File: src/mtb_pkg.sv
// Shared constants, codes and types of the multiplexed timer bank.
package mtb_pkg;

	localparam int NUM_TIMERS = 16;
	localparam int IDX_W = (NUM_TIMERS > 1) ? $clog2(NUM_TIMERS) : 1;
	localparam int TICK_W = 32;
	localparam int DX_W = 16;
	localparam logic [DX_W-1:0] PERIOD_MIN = 16'd2;
	localparam logic [DX_W-1:0] PERIOD_MAX = 16'd65533;

	typedef enum logic [1:0] {
		OP_START = 2'd0,
		OP_STOP  = 2'd1,
		OP_RAISE = 2'd2,
		OP_TICK  = 2'd3
	} op_t;

	typedef enum logic [1:0] {
		KIND_ACK  = 2'd0,
		KIND_FIRE = 2'd1,
		KIND_NEXT = 2'd2
	} kind_t;

	typedef enum logic [2:0] {
		ST_IDLE,
		ST_ACK,
		ST_RD,
		ST_EVAL,
		ST_MOD,
		ST_DONE
	} state_t;

	typedef struct packed {
		logic [TICK_W-1:0] reload;
		logic              irq;
	} cfg_word_t;

	typedef struct packed {
		logic            start;
		logic [DX_W-1:0] dividend;
		logic [TICK_W-1:0] divisor;
	} mod_req_t;

	typedef struct packed {
		logic            done;
		logic [DX_W-1:0] remainder;
	} mod_rsp_t;

endpackage

File: src/mtb_ram.sv
// Generic single-write, single-read synchronous RAM with registered read data.
module mtb_ram #(
	parameter int WIDTH = 32,
	parameter int DEPTH = 16,
	parameter int ADDR_W = (DEPTH > 1) ? $clog2(DEPTH) : 1
) (
	input  logic              clk,
	input  logic              we,
	input  logic [ADDR_W-1:0] waddr,
	input  logic [WIDTH-1:0]  wdata,
	input  logic              re,
	input  logic [ADDR_W-1:0] raddr,
	output logic [WIDTH-1:0]  rdata
);

	logic [WIDTH-1:0] mem_q [DEPTH];

	always_ff @(posedge clk) begin
		if (we) begin
			mem_q[waddr] <= wdata;
		end
	end

	always_ff @(posedge clk) begin
		if (re) begin
			rdata <= mem_q[raddr];
		end
	end

endmodule

File: src/mtb_mod.sv
// Restoring remainder unit: one dividend bit per cycle, for the periodic overrun.
module mtb_mod import mtb_pkg::*; (
	input  logic     clk,
	input  logic     arst_n,
	input  mod_req_t req,
	output mod_rsp_t rsp
);

	localparam int CNT_W = $clog2(DX_W);

	logic                busy_q;
	logic                done_q;
	logic [CNT_W-1:0]    cnt_q;
	logic [DX_W-1:0]     dvd_q;
	logic [DX_W-1:0]     rem_q;
	logic [TICK_W-1:0]   dsr_q;
	logic [DX_W:0]       trial;
	logic [TICK_W-1:0]   trial_ext;
	logic [TICK_W-1:0]   diff;
	logic [DX_W-1:0]     rem_d;

	// The partial remainder never exceeds the dividend prefix, so it fits DX_W bits.
	always_comb begin
		trial = {rem_q, dvd_q[DX_W-1]};
		trial_ext = TICK_W'(trial);
		diff = trial_ext - dsr_q;
		if (trial_ext >= dsr_q) begin
			rem_d = diff[DX_W-1:0];
		end else begin
			rem_d = trial[DX_W-1:0];
		end
	end

	always_ff @(posedge clk or negedge arst_n) begin
		if (!arst_n) begin
			busy_q <= 1'b0;
			done_q <= 1'b0;
			cnt_q <= '0;
		end else begin
			done_q <= 1'b0;
			if (req.start) begin
				busy_q <= 1'b1;
				cnt_q <= '0;
			end else if (busy_q) begin
				cnt_q <= cnt_q + 1'b1;
				if (cnt_q == CNT_W'(DX_W - 1)) begin
					busy_q <= 1'b0;
					done_q <= 1'b1;
				end
			end
		end
	end

	always_ff @(posedge clk) begin
		if (req.start) begin
			dvd_q <= req.dividend;
			dsr_q <= req.divisor;
			rem_q <= '0;
		end else if (busy_q) begin
			dvd_q <= {dvd_q[DX_W-2:0], 1'b0};
			rem_q <= rem_d;
		end
	end

	assign rsp.done = done_q;
	assign rsp.remainder = rem_q;

endmodule

File: src/multiplexed_timer_bank.sv
// Multiplexed timer bank: sixteen logical timers sharing one compare channel.
// Start, stop and raise pass through the acknowledge state, which pushes the acknowledge
// item once the output register is free. A tick walks the slots: an idle slot is skipped,
// an armed slot is read and then evaluated, each periodic slot that fires waits for the
// bit-serial remainder unit, and the walk ends with the delay item; output stalls hold it.
// Reset clears the armed bits and the control state; the slot RAMs are not cleared.
module multiplexed_timer_bank import mtb_pkg::*; (
	input  logic                clk,
	input  logic                arst_n,
	input  logic                req_valid,
	output logic                req_ready,
	input  logic [1:0]          operation,
	input  logic [3:0]          slot,
	input  logic [TICK_W-1:0]   interval,
	input  logic                repeat_req,
	input  logic                call_in_irq,
	input  logic [DX_W-1:0]     elapsed,
	output logic                rsp_valid,
	input  logic                rsp_ready,
	output logic [1:0]          kind,
	output logic [3:0]          fired_slot,
	output logic                in_irq,
	output logic                was_active,
	output logic [DX_W-1:0]     next_delay,
	output logic                last
);

	// Sequencer state and the captured request item.
	state_t              state_q, state_d;
	op_t                 op_q;
	logic [3:0]          slot_q;
	logic [TICK_W-1:0]   interval_q;
	logic                rep_q;
	logic                cirq_q;
	logic [DX_W-1:0]     dx_q;

	// Tick walk: current slot and running minimum of the remaining counts.
	logic [IDX_W-1:0]    idx_q;
	logic [DX_W-1:0]     ccr_q;
	logic [NUM_TIMERS-1:0] armed_q;

	// Output register; it frees up in the same cycle the consumer takes it.
	logic                rsp_valid_q;
	kind_t               kind_q;
	logic [3:0]          fired_slot_q;
	logic                in_irq_q;
	logic                was_active_q;
	logic [DX_W-1:0]     next_delay_q;
	logic                last_q;
	logic                out_free;

	// Result being pushed into the output register this cycle.
	logic                push;
	kind_t               p_kind;
	logic [3:0]          p_slot;
	logic                p_irq;
	logic                p_act;
	logic [DX_W-1:0]     p_delay;
	logic                p_last;

	// RAM ports.
	logic                rd_en;
	logic                rem_we;
	logic [IDX_W-1:0]    rem_waddr;
	logic [TICK_W-1:0]   rem_wdata;
	logic [TICK_W-1:0]   rem_rd;
	logic                cfg_we;
	cfg_word_t           cfg_wdata;
	cfg_word_t           cfg_rd;

	// Armed bit updates, walk control and the minimum tracker.
	logic                arm_set;
	logic                arm_clr;
	logic [IDX_W-1:0]    arm_idx;
	logic [IDX_W-1:0]    slot_addr;
	logic                slot_ok;
	logic                idx_inc;
	logic                cand_ld;
	logic [TICK_W-1:0]   cand;
	logic                fire;
	logic                last_slot;
	logic [TICK_W-1:0]   dx_ext;

	mod_req_t            mod_req;
	mod_rsp_t            mod_rsp;

	// Remaining ticks per slot; written by start, raise and by a tick for each armed slot that stays armed.
	mtb_ram #(
		.WIDTH (TICK_W),
		.DEPTH (NUM_TIMERS)
	) u_rem_ram (
		.clk   (clk),
		.we    (rem_we),
		.waddr (rem_waddr),
		.wdata (rem_wdata),
		.re    (rd_en),
		.raddr (idx_q),
		.rdata (rem_rd)
	);

	// Reload value and interrupt-context flag; written only by start.
	mtb_ram #(
		.WIDTH ($bits(cfg_word_t)),
		.DEPTH (NUM_TIMERS)
	) u_cfg_ram (
		.clk   (clk),
		.we    (cfg_we),
		.waddr (slot_addr),
		.wdata (cfg_wdata),
		.re    (rd_en),
		.raddr (idx_q),
		.rdata (cfg_rd)
	);

	mtb_mod u_mod (
		.clk    (clk),
		.arst_n (arst_n),
		.req    (mod_req),
		.rsp    (mod_rsp)
	);

	assign slot_addr = IDX_W'(slot_q);
	assign slot_ok = (32'(slot_q) < NUM_TIMERS);
	assign out_free = !rsp_valid_q || rsp_ready;
	assign dx_ext = TICK_W'(dx_q);
	assign fire = (rem_rd <= dx_ext);
	assign last_slot = (idx_q == IDX_W'(NUM_TIMERS - 1));

	always_comb begin
		state_d = state_q;
		req_ready = (state_q == ST_IDLE);
		push = 1'b0;
		p_kind = KIND_ACK;
		p_slot = slot_q;
		p_irq = 1'b0;
		p_act = 1'b0;
		p_delay = '0;
		p_last = 1'b0;
		rd_en = 1'b0;
		rem_we = 1'b0;
		rem_waddr = idx_q;
		rem_wdata = rem_rd - dx_ext;
		cfg_we = 1'b0;
		cfg_wdata.reload = rep_q ? interval_q : '0;
		cfg_wdata.irq = cirq_q;
		arm_set = 1'b0;
		arm_clr = 1'b0;
		arm_idx = idx_q;
		idx_inc = 1'b0;
		cand_ld = 1'b0;
		cand = rem_rd - dx_ext;
		mod_req.start = 1'b0;
		// The overrun past the deadline is below 2^16 because remaining <= elapsed.
		mod_req.dividend = dx_q - rem_rd[DX_W-1:0];
		mod_req.divisor = cfg_rd.reload;

		unique case (state_q)
			ST_IDLE: begin
				if (req_valid) begin
					state_d = (op_t'(operation) == OP_TICK) ? ST_RD : ST_ACK;
				end
			end

			ST_ACK: begin
				arm_idx = slot_addr;
				rem_waddr = slot_addr;
				if (out_free) begin
					push = 1'b1;
					p_last = 1'b1;
					state_d = ST_IDLE;
					unique case (op_q)
						OP_START: begin
							if (slot_ok) begin
								rem_we = 1'b1;
								rem_wdata = interval_q;
								cfg_we = 1'b1;
								arm_set = 1'b1;
								p_delay = PERIOD_MIN;
							end
						end
						OP_STOP: begin
							if (slot_ok && armed_q[slot_addr]) begin
								arm_clr = 1'b1;
								p_act = 1'b1;
							end
						end
						OP_RAISE: begin
							if (slot_ok && armed_q[slot_addr]) begin
								rem_we = 1'b1;
								rem_wdata = '0;
								p_delay = PERIOD_MIN;
							end
						end
						default: begin
						end
					endcase
				end
			end

			ST_RD: begin
				if (armed_q[idx_q]) begin
					rd_en = 1'b1;
					state_d = ST_EVAL;
				end else if (last_slot) begin
					state_d = ST_DONE;
				end else begin
					idx_inc = 1'b1;
				end
			end

			ST_EVAL: begin
				if (!fire) begin
					rem_we = 1'b1;
					cand_ld = 1'b1;
					if (last_slot) begin
						state_d = ST_DONE;
					end else begin
						idx_inc = 1'b1;
						state_d = ST_RD;
					end
				end else if (out_free) begin
					push = 1'b1;
					p_kind = KIND_FIRE;
					p_slot = 4'(idx_q);
					p_irq = cfg_rd.irq;
					if (cfg_rd.reload == '0) begin
						// One-shot: disarmed and left out of the minimum.
						arm_clr = 1'b1;
						if (last_slot) begin
							state_d = ST_DONE;
						end else begin
							idx_inc = 1'b1;
							state_d = ST_RD;
						end
					end else begin
						mod_req.start = 1'b1;
						state_d = ST_MOD;
					end
				end
			end

			ST_MOD: begin
				cand = cfg_rd.reload - TICK_W'(mod_rsp.remainder);
				rem_wdata = cand;
				if (mod_rsp.done) begin
					rem_we = 1'b1;
					cand_ld = 1'b1;
					if (last_slot) begin
						state_d = ST_DONE;
					end else begin
						idx_inc = 1'b1;
						state_d = ST_RD;
					end
				end
			end

			ST_DONE: begin
				if (out_free) begin
					push = 1'b1;
					p_kind = KIND_NEXT;
					p_slot = '0;
					p_last = 1'b1;
					p_delay = (ccr_q < PERIOD_MIN) ? PERIOD_MIN : ccr_q;
					state_d = ST_IDLE;
				end
			end

			default: begin
				state_d = ST_IDLE;
			end
		endcase
	end

	always_ff @(posedge clk or negedge arst_n) begin
		if (!arst_n) begin
			state_q <= ST_IDLE;
		end else begin
			state_q <= state_d;
		end
	end

	// Request capture; every accepted request also restarts the walk and the minimum.
	always_ff @(posedge clk) begin
		if (req_valid && req_ready) begin
			op_q <= op_t'(operation);
			slot_q <= slot;
			interval_q <= interval;
			rep_q <= repeat_req;
			cirq_q <= call_in_irq;
			dx_q <= elapsed;
		end
	end

	always_ff @(posedge clk or negedge arst_n) begin
		if (!arst_n) begin
			idx_q <= '0;
			ccr_q <= PERIOD_MAX;
		end else if (req_valid && req_ready) begin
			idx_q <= '0;
			ccr_q <= PERIOD_MAX;
		end else begin
			if (idx_inc) begin
				idx_q <= idx_q + 1'b1;
			end
			if (cand_ld && (cand < TICK_W'(ccr_q))) begin
				ccr_q <= cand[DX_W-1:0];
			end
		end
	end

	always_ff @(posedge clk or negedge arst_n) begin
		if (!arst_n) begin
			armed_q <= '0;
		end else if (arm_set) begin
			armed_q[arm_idx] <= 1'b1;
		end else if (arm_clr) begin
			armed_q[arm_idx] <= 1'b0;
		end
	end

	always_ff @(posedge clk or negedge arst_n) begin
		if (!arst_n) begin
			rsp_valid_q <= 1'b0;
		end else if (push) begin
			rsp_valid_q <= 1'b1;
		end else if (rsp_ready) begin
			rsp_valid_q <= 1'b0;
		end
	end

	always_ff @(posedge clk) begin
		if (push) begin
			kind_q <= p_kind;
			fired_slot_q <= p_slot;
			in_irq_q <= p_irq;
			was_active_q <= p_act;
			next_delay_q <= p_delay;
			last_q <= p_last;
		end
	end

	assign rsp_valid = rsp_valid_q;
	assign kind = kind_q;
	assign fired_slot = fired_slot_q;
	assign in_irq = in_irq_q;
	assign was_active = was_active_q;
	assign next_delay = next_delay_q;
	assign last = last_q;

endmodule

File: config.mk
export PLATFORM = sky130hd
export DESIGN_NAME = multiplexed_timer_bank
export DESIGN_NICKNAME = d
export VERILOG_FILES = /design/src/mtb_pkg.sv /design/src/mtb_ram.sv /design/src/mtb_mod.sv /design/src/multiplexed_timer_bank.sv
export SDC_FILE = /design/constraint.sdc
export NUM_CORES = 2
export LEC_CHECK = 0
export BUFFER_PORTS_ARGS = -buffer_cell sky130_fd_sc_hd__buf_2
export CAP_MARGIN = 10
export CELL_PAD_IN_SITES_DETAIL_PLACEMENT = 0
export CELL_PAD_IN_SITES_GLOBAL_PLACEMENT = 1
export CORE_ASPECT_RATIO = 1.4
export CORE_MARGIN = 5
export CORE_UTILIZATION = 25
export CTS_CLUSTER_SIZE = 28
export DETAILED_ROUTE_END_ITERATION = 16
export GPL_TIMING_DRIVEN = 1
export PLACE_DENSITY_LB_ADDON = 0.1
export SETUP_SLACK_MARGIN = 0.02
export SYNTH_ARGS = -nofsm -noshare
export SYNTH_HDL_FRONTEND = slang
export SYNTH_SLANG_ARGS = --single-unit
File: constraint.sdc
create_clock -name clk -period 10.7 [get_ports clk]
set_input_delay 0.535 -clock clk [delete_from_list [all_inputs] [get_ports clk]]
set_output_delay 0.535 -clock clk [all_outputs]
set_load 0.005 [all_outputs]
-- Word-level counts from Yosys, hierarchy flattened
Memories as Yosys holds them, arrays and structs flattened. A register that Yosys moved wholly into a read port is not among the register bits.
Index checks and enable logic that the tools add are counted.
- flip-flop bits (word level): 191
- bits in writable memories: 1040
- bits of input ports: 60
- output and inout port bits: 27
- memories kept: 2
- add/subtract/negate cells: 6
- $lt $le $gt $ge: 8
- equal/unequal tests: 15
- muxes and demuxes: 93
- bitwise gates (word level): 3
- reductions and logical operators: 16
- memory list (memory ; depth ; bits a word ; rd ports ; clocked after memory_dff ; write ports ; line ; RTL):
    u_cfg_ram.mem_q ; 16 ; 33 ; 1 ; 1 ; 1 ; mtb_ram.sv:16 ; logic [WIDTH-1:0] mem_q [DEPTH];
    u_rem_ram.mem_q ; 16 ; 32 ; 1 ; 1 ; 1 ; mtb_ram.sv:16 ;
- operators with widths (operator ; number):
    $mux 16 ; 9
    $mux 32 ; 4
    $pmux 32 s2 ; 2
    $sub 32x16->32 ; 2
    $mux 1 ; 43
    $ge 17x32->1 ; 1
    $le 32x16->1 ; 1
    $logic_not 32->1 ; 1
    $lt 32x16->1 ; 1
    $mux 4 ; 8
    $pmux 16 s2 ; 1
    $sub 16x16->16 ; 2
    $mux 3 ; 9
    $and 16x16->16 ; 1
    $lt 16x2->1 const B ; 1
    $not 16->16 ; 1
    $or 16x16->16 ; 1
    $lt 4x5->1 const B ; 3
    $pmux 3 s5 ; 1
    $reduce_bool 2->1 ; 5
    $add 4x1->4 const B ; 2
    $bmux 1 s4 ; 2
    $eq 4x4->1 const B ; 2
    $mux 2 ; 4
    other kinds (22) ; 34

-- Logic depth before layout (Yosys ltp)
- word-level depth: 10
- gate-level depth with buffers: 23
- gate-level depth less buffers: 22

-- Hierarchy
A second synthesis with hierarchy kept.
- cells, all modules: 3114
- area, all modules: 54701.2 um2
- by module, submodules not included (module ; times used ; cells each ; area an instance (um2)):
    mtb_ram at u_cfg_ram ; 1 ; 864 ; 20960.1
    mtb_ram at u_rem_ram ; 1 ; 838 ; 20155.6
    multiplexed_timer_bank ; 1 ; 1125 ; 10087.2
    mtb_mod ; 1 ; 287 ; 3498.4

-- Least setup slack after synthesis
Ideal clock, no wire load.
- kind: register to register
- start point: register idx_q[0]
- end point: register u_cfg_ram.rdata[0] (read register of u_cfg_ram.mem_q), enable pin
- arrival: 5.943 ns
- slack: 4.173 ns
- stages on the path, launching flop included: 5
- cell sequence: dfrtp_1 clkbuf_1 mux4_2 mux4_2 nor3b_1
- word-level cells in the longest chain between the ends: 4
- RTL lines (element ; line ; RTL):
    start, declared ; multiplexed_timer_bank.sv:38 ; logic [IDX_W-1:0] idx_q;
    start signal, assigned ; multiplexed_timer_bank.sv:303 ; idx_q <= idx_q + 1'b1;
    $bmux 1 s4 ; multiplexed_timer_bank.sv:201 ; if (armed_q[idx_q]) begin
    $mux 1 (not written as such) ; multiplexed_timer_bank.sv:201 ;
    $mux 1 ; multiplexed_timer_bank.sv:201 ;
    $mux 1 ; multiplexed_timer_bank.sv:157 ; unique case (state_q)
    named net rd_en ; multiplexed_timer_bank.sv:62 ; logic rd_en;
    end, declared ; mtb_ram.sv:13 ; output logic [WIDTH-1:0] rdata
The timed path passes the listed nets, and every way through them passes these cells. The select of a mux whose other input is x is not followed.
A chain may end at the register's enable or synchronous reset.

==> results.md <==
* Result of the run: completed
* Antenna Nets Post-Route at 0
* Initial antenna violation count at 18
* Io pins at 87
* Endpoints failing setup at 0
* Mapped Cells at 2,937
* WHS at 0.332 ns
* WL/cell at 28.5 um
* Clk pin slew, worst setup/hold paths at 0.06 ns
* EDFF count, synth at 1,234
* Via count at 28,600
* Cell row count at 202
* Core area at 216,000 um2
* Root buffer cell: clkbuf_16
* Chip height at 561 um
* Top cells by count, synth: 1,234 x edfxtp_1, 335 x mux4_2, 127 x nor2_1, 104 x inv_1, 103 x nand2_1
* First-pass GRT wire length at 245,000 um
* Final Slew Violations at 0
* Initial Utilization at 25.1%
* WS Path Type: flop to flop
* Gr usage total at 15.3%
* Top cells by area, synth: edfxtp_1 68%, mux4_2 14%, ha_1 1.9%
* Async SR Flop Fraction at 3.55%
* MaxCap Viol Count at 0
* WP data required at 11.09 ns
* Worst vdd ir at 0.135 mV
* CTS Sinks at 1,296
* Top-area cell type share of the netlist area at 68.4%
* Largest net degree at the start of global routing at 123
* Final hold violations at 0
* Port bufs at 86
* Synth Net Count at 3,082
* Commonest register cell after synthesis: edfxtp_1
* Die X-Extent at 404 um
* Min Tclk post-route at 5.56 ns
* WP data arrival at 5.95 ns
* Quantity of gates resized following cts at 0
* Critical Path End Type: flop
* Sequential share of the synthesized area at 71.1%
* Final #Nets at 3,315
* Hold WC Path Type: input pin to flop
* Htree depth at 4
* Die Area at 226,000 um2
* Layout cells sized above 1 at 24.5%
* P per Cell Area at 228 nW/um2
* Worst Setup Start Kind: flop
* Total setup buffers inserted after CTS at 0
* Clock Path Buffers at 3
* P&R area growth vs syn at 17.3%
* Seq cells post-synth at 1,296
* Leakage at 0.0202 uW
* CP max stage cell: clkinv_2
* TritonCTS clock tree: done
* Relative slew slack at 24.2%
* Mean area per synthesized cell at 18.5 um2
* Gr ovfl total at 0
* DP HPWL at 111,000 um
* Final wirelength at 175,000 um
* Setup TNS at 0 ns
* Period utilization at 52.0%
* DRT iter0 DRCs at 1,987
* Max Clock Freq at 180 MHz
* YS warnings at 0
* Placer congestion estimate at 0.801
* Synth Cell Area at 54,200 um2
* Pre-Repair DR Iteration Count at 5
* Most frequent cell on the critical path: inv_1
* Crit path max fanout at 46
* Critical path's largest stage delay at 0.70 ns
* Unrepaired setup endpoints after global routing: no
* CTS Buf Count at 141
* Worst-skew pair later-pin latency at 0.79 ns
* Vias in the first global route at 30,600
* Residual DRC count at 0
* Netlist cell types at 94
* Final core occ at 29.4%
* Post-synth top area cell: edfxtp_1
* Vias/cell at 4.66
* Setup Skew at 0.0366 ns
* Count leader, synth: edfxtp_1
* Least-Margin Pin Slew at 1.13 ns
* Crit path cell chain: inv_1 -> ha_1 -> inv_1 -> fa_1 -> nand3_1 -> a21oi_1 -> o41a_1 -> or3_4 -> a221oi_4 -> o2111ai_2 -> inv_2 -> nand2_4 -> clkinv_2 -> nor2_1 -> inv_1
-- report_power, final --
group	internal [uW]	leakage, uW	switching (uW)
logic	1160	0.00620	2020
registers	6390	0.0119	277
clock network	2650	0.00211	2030
total	10200	0.0202	4330
-- per-stage QoR --
stage | std cells | worst slack [ns] | power, uW | area (um2)
floorplan | 2937 | 4.17 | 8530 | 54200
global placement | 5822 | 5.30 | 9980 | 58600
detailed placement | 5825 | 5.16 | 10100 | 58600
CTS | 6130 | 5.11 | 14800 | 63500
global route | 6132 | 4.83 | 15200 | 63600
finish | 6133 | 5.14 | 14500 | 63600
-- cell usage in the layout (no fill, tap or decap), types with 13 or more instances in the layout --
master            n
ha_1             81
buf_2            86
o21ai_1          19
o211ai_1         20
nor2_4           32
dfstp_2          15
nor2b_1          18
dfrtp_1          27
xor2_1           35
o21ai_0          90
nand2_1         103
a21o_1           25
and2_1           41
o221ai_1         13
clkbuf_16       144
nor3_1           43
a211oi_1         19
xnor2_1          47
clkinv_2         16
clkinv_1         30
buf_4            78
inv_1           103
nor2_1           95
nand2b_1         21
clkbuf_1         33
dfxtp_1          16
a21oi_1          82
and3_1           24
mux2i_1          25
nor4_1           15
edfxtp_1       1234
nand3_1          33
dlygate4sd3_1    57
mux4_2          335
-- area by class of cell --
cell class | instances | area, um2
clock buffer | 177 | 3730
fill | 21300 | 153000
antenna | 2 | 5.00
sequential | 1296 | 38600
timing repair buffer | 225 | 1660
clock inverter | 71 | 644
tap | 2856 | 3570
multi-input combinational | 1400 | 15000
inverter | 106 | 402
-- state kept, by name, indices dropped and copies added (netlist names), 2 cells and up, named ones only --
signal and count:
op_q 2, u_cfg_ram.mem_q 528, u_rem_ram.mem_q 512, u_cfg_ram.rdata 33
kind 2, dx_q 16, fired_slot 4, u_mod.dsr_q 32
state_q 3, next_delay 16, u_rem_ram.rdata 32, u_mod.cnt_q 4
u_mod.rem_q 16, ccr_q 16, slot_addr 4, interval_q 32
idx_q 4, u_mod.dvd_q 16
-- layer usage --
metal  vias to the layer above  track usage [%]  part of all wire (%)
li1                      12300                -                     -
met1                     15400             19.2                    42
met2                       586             27.8                    53
met3                       212             2.12                   3.2
met4                         2             3.93                   2.3
met5                         -                0                0.0074
-- critical path, delay by kind of cell, from the launching register on --
kind                     cells  cell delay, ns
AND/OR/NAND/NOR              4            1.04
flip-flops                   1            0.41
adder cells (fa/ha/maj)      2            0.57
buffers and inverters        5            1.73
AO/OA/AOI/OAI                4            1.28
-- worst paths after layout --
path                                                   end  depth (start not counted)  slack (ns)          startpoint
worst max-delay path                        u_mod.dvd_q[1]                         15        5.14  u_rem_ram.rdata[0]
worst min-delay path                            state_q[0]                          3        0.33           req_valid
worst max register to register              u_mod.dvd_q[1]                         15        5.14  u_rem_ram.rdata[0]
worst min register to register              u_mod.dsr_q[0]                          0        0.51  u_cfg_ram.rdata[1]
max in group asynchronous                         idx_q[0]                          3        9.75              arst_n
min in group asynchronous       asynchronous set/reset pin                          3        0.42              arst_n
-- logic make-up (layout without fill, tap and decap cells) --
logic type | after synthesis | count (layout) | share of synthesized area [%]
flip-flops | 1296 | 1296 | 71.1
adder cells (fa/ha/maj) | 85 | 85 | 2.02
AND/OR/NAND/NOR | 485 | 485 | 4.51
multiplexers | 361 | 361 | 14.4
buffers and inverters | 241 | 579 | 1.76
other | 0 | 2 | 0
XOR/XNOR | 82 | 82 | 1.32
AO/OA/AOI/OAI | 387 | 387 | 4.89
-- timing repair --
item,CTS,global route
endpoints found under the setup margin,0,0
endpoints found under the hold margin,87,0
hold buffers,57,0
(Power assumes the default switching activity.)
